--- config.mk ---
export PLATFORM = sky130hd
export DESIGN_NAME = bounded_line_splitter
export DESIGN_NICKNAME = d
export VERILOG_FILES = /design/src/bls_pkg.sv /design/src/bounded_line_splitter.sv /design/src/bls_line_mem.sv
export VERILOG_INCLUDE_DIRS = /design/src /design/src/src
export SDC_FILE = /design/constraint.sdc
export NUM_CORES = 1
export LEC_CHECK = 0
export ABC_CLOCK_PERIOD_IN_PS = 5150
export BUFFER_PORTS_ARGS = -buffer_cell sky130_fd_sc_hd__buf_2
export CORE_MARGIN = 3
export CORE_UTILIZATION = 30
export CTS_BUF_LIST = sky130_fd_sc_hd__clkbuf_8
export DETAILED_ROUTE_END_ITERATION = 6
export PLACE_DENSITY_LB_ADDON = 0.15
export REMOVE_ABC_BUFFERS = 1
export SLEW_MARGIN = 25
export SYNTH_ARGS = -nofsm -noshare
export SYNTH_HDL_FRONTEND = slang
export SYNTH_SLANG_ARGS = --single-unit
--- constraint.sdc ---
create_clock -name clk -period 5.15 [get_ports clk]
set_input_delay 0.7725 -clock clk [delete_from_list [all_inputs] [get_ports clk]]
set_output_delay 0.7725 -clock clk [all_outputs]
set_load 0.03 [all_outputs]
--- src/bounded_line_splitter_macros.svh ---
// assertion helpers used by the rtl
`ifndef BOUNDED_LINE_SPLITTER_MACROS_SVH
`define BOUNDED_LINE_SPLITTER_MACROS_SVH

// same-cycle implication, quiet during reset
`define BLS_ASSERT_NOW(label, ante, cons, msg) \
  label: assert property (@(posedge clk) disable iff (!rst_n) (ante) |-> (cons)) \
    else $error(msg);

// next-cycle implication, quiet during reset
`define BLS_ASSERT_NEXT(label, ante, cons, msg) \
  label: assert property (@(posedge clk) disable iff (!rst_n) (ante) |=> (cons)) \
    else $error(msg);

`endif

--- src/bls_pkg.sv ---
package bls_pkg;

  localparam int DEFAULT_BUFFER_DEPTH = 64;

  localparam int MAX_LINE_W = 6;
  localparam int ACTION_W   = 2;
  localparam int BYTE_W     = 8;
  localparam int STATUS_W   = 2;
  localparam int LEN_W      = 7;

  localparam logic [MAX_LINE_W-1:0] MAX_LINE_RESET = 6'd63;
  localparam logic [BYTE_W-1:0]     NL_BYTE        = 8'h0A;

  // input actions
  localparam logic [ACTION_W-1:0] ACT_DATA = 2'd0;
  localparam logic [ACTION_W-1:0] ACT_EOS  = 2'd1;
  localparam logic [ACTION_W-1:0] ACT_ERR  = 2'd2;

  // result status codes
  localparam logic [STATUS_W-1:0] ST_BYTE = 2'd0;
  localparam logic [STATUS_W-1:0] ST_LONG = 2'd1;
  localparam logic [STATUS_W-1:0] ST_EOS  = 2'd2;
  localparam logic [STATUS_W-1:0] ST_ERR  = 2'd3;

  typedef enum logic {
    S_IDLE,
    S_REPLAY
  } state_t;

endpackage

--- src/bounded_line_splitter.sv ---
// timing: a status word appears in the output register in the cycle after its input word
// is taken; the bytes of a replayed line pass from the store read register to the output register
// throughput: one input word per cycle while no line is replayed and the output does not stall; a line of n
// bytes replays at one byte per cycle while the output does not stall, and holds the input off until its last byte
// reset: synchronous active-low rst_n clears control and sets max_line to 63;
// the line memory is not cleared and needs no clearing pass
module bounded_line_splitter #(
  parameter int BUFFER_DEPTH = bls_pkg::DEFAULT_BUFFER_DEPTH
) (
  input  logic                          clk,
  input  logic                          rst_n,
  // configuration write channel
  input  logic                          cfg_valid,
  output logic                          cfg_ready,
  input  logic [bls_pkg::MAX_LINE_W-1:0] cfg_data,
  // input word channel
  input  logic                          in_valid,
  output logic                          in_stall,
  input  logic [bls_pkg::ACTION_W-1:0]   in_action,
  input  logic [bls_pkg::BYTE_W-1:0]     in_data_byte,
  // result word channel
  output logic                          out_valid,
  input  logic                          out_stall,
  output logic [bls_pkg::STATUS_W-1:0]   out_status,
  output logic [bls_pkg::BYTE_W-1:0]     out_byte,
  output logic [bls_pkg::LEN_W-1:0]      out_line_length,
  output logic                          out_last
);

  `include "bounded_line_splitter_macros.svh"

  // address and count widths follow the buffer depth
  localparam int AW  = $clog2(BUFFER_DEPTH);
  localparam int CW  = $clog2(BUFFER_DEPTH + 1);
  // width wide enough for both the chunk size and the fill count
  localparam int CHW = (CW > bls_pkg::LEN_W) ? CW : bls_pkg::LEN_W;

  // configuration register
  logic [bls_pkg::MAX_LINE_W-1:0] max_line_r;

  // control state
  bls_pkg::state_t state_r, state_nxt;
  logic [CW-1:0] fill_r, fill_nxt;
  logic          skip_r, skip_nxt;

  // replay read side
  logic [CW-1:0] len_r, len_nxt;       // line length being replayed
  logic [CW-1:0] rd_idx_r, rd_idx_nxt; // next entry to read
  logic          rd_valid_r, rd_valid_nxt;
  logic          rd_last_r, rd_last_nxt;

  // output register
  logic                          out_valid_r, out_valid_nxt;
  logic [bls_pkg::STATUS_W-1:0]  out_status_r, out_status_nxt;
  logic [bls_pkg::BYTE_W-1:0]    out_byte_r, out_byte_nxt;
  logic [CW-1:0]                 out_len_r, out_len_nxt;
  logic                          out_last_r, out_last_nxt;

  // memory interface
  logic                       mem_we;
  logic [AW-1:0]              mem_waddr;
  logic                       mem_re;
  logic [bls_pkg::BYTE_W-1:0] mem_rdata;

  logic [CHW-1:0] ml_plus1;
  logic [CHW-1:0] chunk;
  logic [CW-1:0]  fill_eff;
  logic [CW-1:0]  fill_inc;
  logic           out_free;
  logic           in_accept;
  logic           load_now;

  // chunk size is max_line + 1, capped at the buffer depth
  assign ml_plus1 = CHW'(max_line_r) + CHW'(1);
  assign chunk    = (ml_plus1 > CHW'(BUFFER_DEPTH)) ? CHW'(BUFFER_DEPTH) : ml_plus1;

  // a fill left over from a larger chunk restarts at zero
  assign fill_eff = (CHW'(fill_r) >= chunk) ? '0 : fill_r;
  assign fill_inc = fill_eff + CW'(1);

  // the output slot can take a word at this edge
  assign out_free  = !out_valid_r || !out_stall;
  assign in_stall  = (state_r != bls_pkg::S_IDLE) || !out_free;
  assign in_accept = in_valid && !in_stall;

  // move read data into the output slot during replay
  assign load_now = (state_r == bls_pkg::S_REPLAY) && rd_valid_r && out_free;

  // keep the read register full when there is room behind it
  assign mem_re = (state_r == bls_pkg::S_REPLAY) && (rd_idx_r != len_r) &&
                  (!rd_valid_r || load_now);

  // every data word lands in the store at its fill position
  assign mem_we    = in_accept && (in_action == bls_pkg::ACT_DATA);
  assign mem_waddr = fill_eff[AW-1:0];

  bls_line_mem #(
    .DEPTH (BUFFER_DEPTH),
    .AW    (AW)
  ) u_line_mem (
    .clk   (clk),
    .we    (mem_we),
    .waddr (mem_waddr),
    .wdata (in_data_byte),
    .re    (mem_re),
    .raddr (rd_idx_r[AW-1:0]),
    .rdata (mem_rdata)
  );

  // configuration is always taken
  assign cfg_ready = 1'b1;

  always_ff @(posedge clk) begin
    if (!rst_n) begin
      max_line_r <= bls_pkg::MAX_LINE_RESET;
    end else if (cfg_valid && cfg_ready) begin
      max_line_r <= cfg_data;
    end
  end

  // state register
  always_ff @(posedge clk) begin
    if (!rst_n) begin
      state_r <= bls_pkg::S_IDLE;
    end else begin
      state_r <= state_nxt;
    end
  end

  // next state, line bookkeeping and output slot
  always_comb begin
    state_nxt      = state_r;
    fill_nxt       = fill_r;
    skip_nxt       = skip_r;
    len_nxt        = len_r;
    rd_idx_nxt     = rd_idx_r;
    rd_valid_nxt   = rd_valid_r;
    rd_last_nxt    = rd_last_r;
    out_valid_nxt  = out_valid_r;
    out_status_nxt = out_status_r;
    out_byte_nxt   = out_byte_r;
    out_len_nxt    = out_len_r;
    out_last_nxt   = out_last_r;

    // the current word leaves the slot
    if (out_valid_r && !out_stall) begin
      out_valid_nxt = 1'b0;
    end

    case (state_r)
      bls_pkg::S_IDLE: begin
        if (in_accept) begin
          case (in_action)
            bls_pkg::ACT_DATA: begin
              if (in_data_byte == bls_pkg::NL_BYTE) begin
                fill_nxt = '0;
                if (skip_r) begin
                  // newline closes a skipped line
                  skip_nxt       = 1'b0;
                  out_valid_nxt  = 1'b1;
                  out_status_nxt = bls_pkg::ST_LONG;
                  out_byte_nxt   = '0;
                  out_len_nxt    = '0;
                  out_last_nxt   = 1'b1;
                end else begin
                  // line fits, replay it from the store
                  len_nxt      = fill_inc;
                  rd_idx_nxt   = '0;
                  rd_valid_nxt = 1'b0;
                  state_nxt    = bls_pkg::S_REPLAY;
                end
              end else if (CHW'(fill_inc) >= chunk) begin
                // chunk filled without a newline
                fill_nxt       = '0;
                skip_nxt       = 1'b1;
                out_valid_nxt  = 1'b1;
                out_status_nxt = bls_pkg::ST_LONG;
                out_byte_nxt   = '0;
                out_len_nxt    = '0;
                out_last_nxt   = 1'b1;
              end else begin
                fill_nxt = fill_inc;
              end
            end
            bls_pkg::ACT_EOS: begin
              fill_nxt       = '0;
              out_valid_nxt  = 1'b1;
              out_status_nxt = bls_pkg::ST_EOS;
              out_byte_nxt   = '0;
              out_len_nxt    = '0;
              out_last_nxt   = 1'b1;
            end
            bls_pkg::ACT_ERR: begin
              fill_nxt       = '0;
              out_valid_nxt  = 1'b1;
              out_status_nxt = bls_pkg::ST_ERR;
              out_byte_nxt   = '0;
              out_len_nxt    = '0;
              out_last_nxt   = 1'b1;
            end
            default: begin
              // unused action, word dropped with no result
            end
          endcase
        end
      end
      bls_pkg::S_REPLAY: begin
        if (mem_re) begin
          rd_idx_nxt   = rd_idx_r + CW'(1);
          rd_last_nxt  = ((rd_idx_r + CW'(1)) == len_r);
          rd_valid_nxt = 1'b1;
        end else if (load_now) begin
          rd_valid_nxt = 1'b0;
        end
        if (load_now) begin
          out_valid_nxt  = 1'b1;
          out_status_nxt = bls_pkg::ST_BYTE;
          out_byte_nxt   = mem_rdata;
          out_len_nxt    = len_r;
          out_last_nxt   = rd_last_r;
          if (rd_last_r) begin
            state_nxt = bls_pkg::S_IDLE;
          end
        end
      end
      default: begin
        state_nxt = bls_pkg::S_IDLE;
      end
    endcase
  end

  // control registers
  always_ff @(posedge clk) begin
    if (!rst_n) begin
      fill_r      <= '0;
      skip_r      <= 1'b0;
      rd_valid_r  <= 1'b0;
      out_valid_r <= 1'b0;
      rd_idx_r    <= '0;
      len_r       <= '0;
    end else begin
      fill_r      <= fill_nxt;
      skip_r      <= skip_nxt;
      rd_valid_r  <= rd_valid_nxt;
      out_valid_r <= out_valid_nxt;
      rd_idx_r    <= rd_idx_nxt;
      len_r       <= len_nxt;
    end
  end

  // payload registers
  always_ff @(posedge clk) begin
    rd_last_r    <= rd_last_nxt;
    out_status_r <= out_status_nxt;
    out_byte_r   <= out_byte_nxt;
    out_len_r    <= out_len_nxt;
    out_last_r   <= out_last_nxt;
  end

  assign out_valid       = out_valid_r;
  assign out_status      = out_status_r;
  assign out_byte        = out_byte_r;
  assign out_line_length = bls_pkg::LEN_W'(out_len_r);
  assign out_last        = out_last_r;

  // replay never reads past the line it is sending
  `BLS_ASSERT_NOW(a_rd_in_line, state_r == bls_pkg::S_REPLAY, rd_idx_r <= len_r, "replay index past line end")
  // read data is only held while a line is replayed
  `BLS_ASSERT_NOW(a_rd_only_replay, rd_valid_r, state_r == bls_pkg::S_REPLAY, "read data outside replay")
  // a status word is always the only result of its input
  `BLS_ASSERT_NOW(a_status_last, out_valid_r && (out_status_r != bls_pkg::ST_BYTE), out_last_r, "status word without last")
  // the final byte of a line hands control back to the input side
  `BLS_ASSERT_NEXT(a_last_ends_replay, load_now && rd_last_r, state_r == bls_pkg::S_IDLE, "replay did not end after last byte")

endmodule

--- src/bls_line_mem.sv ---
module bls_line_mem #(
  parameter int DEPTH = bls_pkg::DEFAULT_BUFFER_DEPTH,
  parameter int AW    = $clog2(DEPTH)
) (
  input  logic                      clk,
  input  logic                      we,
  input  logic [AW-1:0]             waddr,
  input  logic [bls_pkg::BYTE_W-1:0] wdata,
  input  logic                      re,
  input  logic [AW-1:0]             raddr,
  output logic [bls_pkg::BYTE_W-1:0] rdata
);

  logic [bls_pkg::BYTE_W-1:0] mem [DEPTH];
  logic [bls_pkg::BYTE_W-1:0] rdata_r;

  always_ff @(posedge clk) begin
    if (we) begin
      mem[waddr] <= wdata;
    end
  end

  // registered read, holds when not enabled
  always_ff @(posedge clk) begin
    if (re) begin
      rdata_r <= mem[raddr];
    end
  end

  assign rdata = rdata_r;

endmodule
## Word level (Yosys, flattened, before mapping)

Memories as Yosys holds them, arrays and structs flattened. A register that Yosys moved wholly into a read port is not among the register bits.
Cells that the tools add are included.

- $add $sub $neg: 3
- Multipliers: 0
- Divide/modulo/power cells: 0
- $lt $le $gt $ge: 3
- Equal/unequal tests: 16
- Shift operators: 0
- Mux-type cells: 64
- Bitwise gates (word level): 2
- Reductions and logical operators: 27

Operator list:

| operator | count |
|---|---|
| $mux 7 | 14 |
| $pmux 7 s2 | 4 |
| $mux 8 | 5 |
| $pmux 8 s2 | 2 |
| $mux 1 | 26 |
| $reduce_and 5->1 | 5 |
| $add 7x1->7 const B | 2 |
| $ge 7x7->1 | 2 |
| $pmux 1 s2 | 6 |
| $mux 2 | 5 |
| $eq 8x4->1 const B | 1 |
| $ne 2x2->1 const B | 4 |
| $ne 4x4->1 const B | 2 |
| $add 6x1->7 const B | 1 |
| $eq 7x7->1 | 1 |
| $gt 7x7->1 const B | 1 |
| $logic_and 1x1->1 | 7 |
| $ne 7x7->1 | 1 |
| $pmux 2 s3 | 1 |
| $logic_not 1->1 | 5 |
| $ne 2x1->1 const B | 2 |
| $ne 4x2->1 const B | 1 |
| $pmux 2 s2 | 1 |
| $reduce_and 4->1 | 1 |
| other kinds (11) | 15 |

- Bits in registers: 50
- Bits in latches: 0
- Memory bits (writable): 512
- Memory bits (read-only): 0
- Bits of input ports: 21
- Word-level logic and storage cells: 129
- Memories kept: 1

Memory list:

| memory | words | bits a word | rd ports | clocked after memory_dff | wr ports | line | RTL |
|---|---|---|---|---|---|---|---|
| u_line_mem.mem | 64 | 8 | 1 | 1 | 1 | bls_line_mem.sv:14 | `logic [bls_pkg::BYTE_W-1:0] mem [DEPTH];` |

## Logic depth before layout (Yosys ltp)

- Word-level depth: 12
- Depth in mapped cells: 17
- Depth with buffers taken out: 15

## By module

From an unflattened synthesis, not the netlist that was laid out.

- Cells, all modules: 1262
- Area, all modules: 23176.0 um^2

By module, submodules not included:

| module | times used | cells each | area each (um^2) |
|---|---|---|---|
| bls_line_mem | 1 | 967 | 20318.2 |
| bounded_line_splitter | 1 | 295 | 2857.7 |

## Worst setup path after synthesis

No wires, ideal clock.

- Path kind: reg2reg
- From: reg max_line_r[0] (netlist name)
- To: reg out_byte_r, in the netlist out_byte[0] (enable)
- Setup time: 419 ps
- Arrival: 4273 ps
- Data required time: 4731 ps
- Path slack: 457 ps
- Stages on the path, launching flop included: 16
- Buffers on the path: 2
- Period minus slack after synthesis: 4693 ps
- Cells stage by stage: dfxtp_1 > ha_1 > nand3_1 > xor2_1 > ha_1 > nand4_1 > o21ai_1 > clkbuf_1 > buf_1 > nor2_1 > ha_1 > nand2_1 > o21a_1 > o211ai_1 > nand2_1 > a311oi_1

- Longest elaborated chain between the ends: 9

Ends and longest elaborated chain:

| item | line | RTL |
|---|---|---|
| start, declared | bounded_line_splitter.sv:39 | `logic [bls_pkg::MAX_LINE_W-1:0] max_line_r;` |
| start signal, assigned | bounded_line_splitter.sv:115 | `max_line_r <= bls_pkg::MAX_LINE_RESET;` |
| start signal, assigned | bounded_line_splitter.sv:117 | `max_line_r <= cfg_data;` |
| $add 6x1->7 * | bounded_line_splitter.sv:74 | `assign ml_plus1 = CHW'(max_line_r) + CHW'(1);` |
| $gt 7x7->1 | bounded_line_splitter.sv:75 | `assign chunk = (ml_plus1 > CHW'(BUFFER_DEPTH)) ? CHW'(BUFFER_DEPTH) : ml_plus1;` |
| $mux 7 * | bounded_line_splitter.sv:75 |  |
| $ge 7x7->1 * | bounded_line_splitter.sv:78 | `assign fill_eff = (CHW'(fill_r) >= chunk) ? '0 : fill_r;` |
| $mux 7 * | bounded_line_splitter.sv:78 |  |
| $add 7x1->7 * | bounded_line_splitter.sv:79 | `assign fill_inc = fill_eff + CW'(1);` |
| net fill_inc[6] | bounded_line_splitter.sv:68 | `logic [CW-1:0] fill_inc;` |
| $ge 7x7->1 * | bounded_line_splitter.sv:172 | `end else if (CHW'(fill_inc) >= chunk) begin` |
| $ne 4x4->1 (no line) * | -- |  |
| $reduce_and 5->1 (no line) * | -- |  |
| end signal, assigned | bounded_line_splitter.sv:255 | `out_byte_r <= out_byte_nxt;` |
| end, declared | bounded_line_splitter.sv:55 | `logic [bls_pkg::BYTE_W-1:0] out_byte_r, out_byte_nxt;` |

The timed path passes the listed nets; every way through them passes the cells marked *.
A chain may end at the register's enable or synchronous reset.

## Worst setup path after layout

- From: reg max_line_r[0] (netlist name)
- To: mem u_line_mem.mem[42][4] (netlist name) (enable)

- Longest elaborated chain between the ends: 5

Ends and longest elaborated chain:

| item | line |
|---|---|
| $add 6x1->7 * | bounded_line_splitter.sv:74 |
| $gt 7x7->1 | bounded_line_splitter.sv:75 |
| $mux 7 * | bounded_line_splitter.sv:75 |
| $ge 7x7->1 * | bounded_line_splitter.sv:78 |
| $mux 7 * | bounded_line_splitter.sv:78 |
| end, declared | bls_line_mem.sv:14 |

Mark *: on every way between the ends. The rest lies on a longest branch, timed or not.

==> impl_metrics.json <==
{
  "holdBufCountCts": 0,
  "mappedNetlistArea_sq_um": 23300,
  "power.share.switching": 0.215,
  "finalCriticalPeriod_ns": 4.19,
  "antenna_found_initial": 1,
  "run_status": "complete, no violations",
  "synth_cells": 1288,
  "power.density_cell_area_nw_per_um2": 347,
  "p_int_uw": 7360,
  "yosys.area.top_type_share": 0.696,
  "timing_hold_violations_final": 0,
  "ys_seq_area_frac": 0.722,
  "die_height_um": 284,
  "criticalPathCategory": "flop to flop",
  "total_setup_violations_reported_at_the_end_of_the_flow": 0,
  "first_pass_iters": 5,
  "portBuffers": 40,
  "tritoncts_clock_tree": "built",
  "die-width_um": 284,
  "post-dp-hpwl_mm": 39.8,
  "cp.buffers_inverters": 1,
  "worstPathCellList": "ha_1, o21ai_0, a21oi_1, ha_1, a41o_1, a21oi_1, o21ai_2, buf_4, or4_1, nor2_1",
  "detail-route-antenna-nets": 0,
  "routedWlPerCell_um": 24.5,
  "maximum_number_of_pins_on_one_net_before_global_route_repair": 65,
  "p_seq_frac": 0.542,
  "comb_power_share": 0.025,
  "route.detailed.drc": 0,
  "totalWireLength_mm": 62.1,
  "detailedPlace.worstSlack_ns": 0.988,
  "num-fill-cells": 7337,
  "syn_area_per_cell_sq_um": 18.1,
  "cts_root_buf": "sky130_fd_sc_hd__clkbuf_8",
  "drive_gt1_frac": 0.265,
  "timing.max_cap.violations": 0,
  "flow.area_growth_from_synthesis_pct": 16.1,
  "setup_repair_after_global_routing_missed_its_margin": "no",
  "clock_sink_count": 570,
  "critical_path.top_delay_family": "simple AND/OR/NAND/NOR gates",
  "synth_top_area_cell": "sky130_fd_sc_hd__edfxtp_1",
  "timing_worst_slew_pin_value_ns": 0.932,
  "placed_area_sq_um": 25100,
  "cp_slowest_stage_delay_ns": 0.85,
  "hp-class": "primary input to flop",
  "detailroute.via_count": 12400,
  "die_area_sq_um": 80900,
  "arrival_ns": 4.48,
  "fp.coreArea_sq_um": 76300,
  "layout_worst_path_cycle_share": 0.813,
  "multi_input_comb_area_sq_um": 6110,
  "clk_path_buf_depth": 3,
  "worst_slew_margin_rel": 0.375,
  "grt_use_total": 0.154,
  "post-cts-setup-buffers": 0,
  "ys_ff_latch": 570,
  "routed_via_density": 4.91,
  "design.final.nets": 1467,
  "top_count_cell_post_synth": "sky130_fd_sc_hd__edfxtp_1",
  "switching_power_uw": 2020,
  "count_of_cell_types_in_the_netlist": 60,
  "grt_first_pass_wirelength_mm": 91.5,
  "gp_routability_congestion": 0.816,
  "starting_drt_drc_count": 1050,
  "achievable-frequency_ghz": 0.239,
  "worstPathRequired_ns": 5.44,
  "yosys_most_used_dff": "sky130_fd_sc_hd__edfxtp_1",
  "sequential_cell_area_sq_um": 16800,
  "ys_top_cells_by_count": "sky130_fd_sc_hd__edfxtp_1, sky130_fd_sc_hd__mux4_2, sky130_fd_sc_hd__nor2_1, sky130_fd_sc_hd__nand2_1, sky130_fd_sc_hd__mux2i_1",
  "leakage_uw": 0.00856,
  "grt_pass1_vias": 13000,
  "fin_worst_hold_slack_ns": 0.343,
  "crit_path_max_fanout": 19,
  "cp-start-kind": "flop",
  "ys_warn_count": 0,
  "final_cell_area_sq_um": 27000,
  "postSynth.asyncResetShare": 0,
  "cts.repair.resized": 0,
  "cts.htree.levels": 3,
  "effective_utilization_at_floorplan": 0.305,
  "crit_path_top_delay_cell": "sky130_fd_sc_hd__or4_1",
  "finalWorstSetupSlack_ns": 0.964,
  "endpoint_kind": "flop",
  "cell_types_with_the_largest_area_share_after_synthesis": "sky130_fd_sc_hd__edfxtp_1, sky130_fd_sc_hd__mux4_2, sky130_fd_sc_hd__dfxtp_1",
  "cts_inserted_buffers": 97,
  "io_pins": 42,
  "post_route_utilization": 0.354,
  "power.share.clock": 0.433,
  "global_route.overflow_total": 0,
  "clkTransAtPathRegs_ns": 0.06,
  "clock_insertion_delay_worst_skew_ns": 0.69,
  "slew_violations": 0,
  "clock_skew_ns": 0.0484,
  "std_cell_rows": 101,
  "synth_enable_flop_cells": 539,
  "worst_ir_drop_on_vdd_mv": 0.164,
  "setup_tns_ns": 0
}
[stage by stage]
stage / instances / total power (uW)
6_report: 2536 / 9380
4_1_cts: 2535 / 9550
3_5_place_dp: 2358 / 5420
3_3_place_gp: 2358 / 5420
2_1_floorplan: 1211 / 5280
5_1_grt: 2536 / 9770
[worst paths after layout]
path                       from                     to  slack, ns  cells after the start
hold / removal      cfg_data[5]          max_line_r[5]       0.34                      3
hold reg to reg          skip_r                 skip_r       0.50                      2
setup / recovery  max_line_r[0]  u_line_mem.mem[42][4]       0.96                     10
setup reg to reg  max_line_r[0]  u_line_mem.mem[42][4]       0.96                     10
[power by group through the flow]
stage	clock [uW]	sequential [uW]	combinational (uW)
2_1_floorplan	0	5200	76.9
4_1_cts	4220	5090	237
5_1_grt	4430	5090	257
3_5_place_dp	0	5190	237
6_report	4060	5090	232
3_3_place_gp	0	5190	235
[kinds of logic (layout without fill, tap and decap cells)]
| family | count (synthesis) | in the layout | share of synthesized area |
|---|---|---|---|
| mux | 173 | 173 | 0.140 |
| other cells | 1 | 2 | 0.000161 |
| xor+xnor | 16 | 16 | 0.00602 |
| compound gates | 145 | 145 | 0.0433 |
| flops | 570 | 570 | 0.722 |
| fa+ha+maj | 19 | 19 | 0.0102 |
| simple gates | 274 | 274 | 0.0587 |
| buf+inv | 90 | 307 | 0.0190 |
[final cells by class]
cell class | instances | area share
timing repair buffer | 117 | 0.0302
clock inverter | 79 | 0.0214
multi-input combinational | 628 | 0.226
inverter | 13 | 0.00181
sequential | 570 | 0.623
tap | 1030 | 0.0477
antenna | 1 | 0.0000926
clock buffer | 98 | 0.0499
[flip-flops by register name, summed over array words and instances, names as in the netlist]
| signal | cells |
|---|---|
| out_line_length | 7 |
| fill_r | 7 |
| out_valid | 1 |
| out_last | 1 |
| out_byte | 8 |
| out_status | 2 |
| skip_r | 1 |
| rd_idx_r | 7 |
| max_line_r | 6 |
| len_r | 7 |
| u_line_mem.rdata | 8 |
| rd_valid_r | 1 |
| u_line_mem.mem | 512 |
| state_r | 1 |
| rd_last_r | 1 |
[per-layer routing]
metal	track usage	wire [um]
met1	0.217	28500
met2	0.248	29700
met3	0.0267	2760
met4	0.0442	1170
met5	0	0
[layout by cell type (no fill, tap or decap), types with 27 or more instances in the layout]
cell type | synthesis | routed
sky130_fd_sc_hd__edfxtp_1 | 539 | 539
sky130_fd_sc_hd__mux4_2 | 116 | 116
sky130_fd_sc_hd__clkbuf_8 | 0 | 98
sky130_fd_sc_hd__nor2_1 | 77 | 76
sky130_fd_sc_hd__buf_4 | 7 | 74
sky130_fd_sc_hd__nand2_1 | 59 | 59
sky130_fd_sc_hd__mux2i_1 | 42 | 42
sky130_fd_sc_hd__inv_1 | 11 | 41
sky130_fd_sc_hd__buf_2 | 20 | 40
sky130_fd_sc_hd__a21oi_1 | 32 | 32
sky130_fd_sc_hd__dfxtp_1 | 31 | 27
[worst min-delay path, delay by kind of cell]
kind | cells | cell delay (ns)
buffers and inverters | 1 | 0.08
multiplexers | 1 | 0.06
AND/OR/NAND/NOR | 1 | 0.06
(Power assumes the default switching activity.)
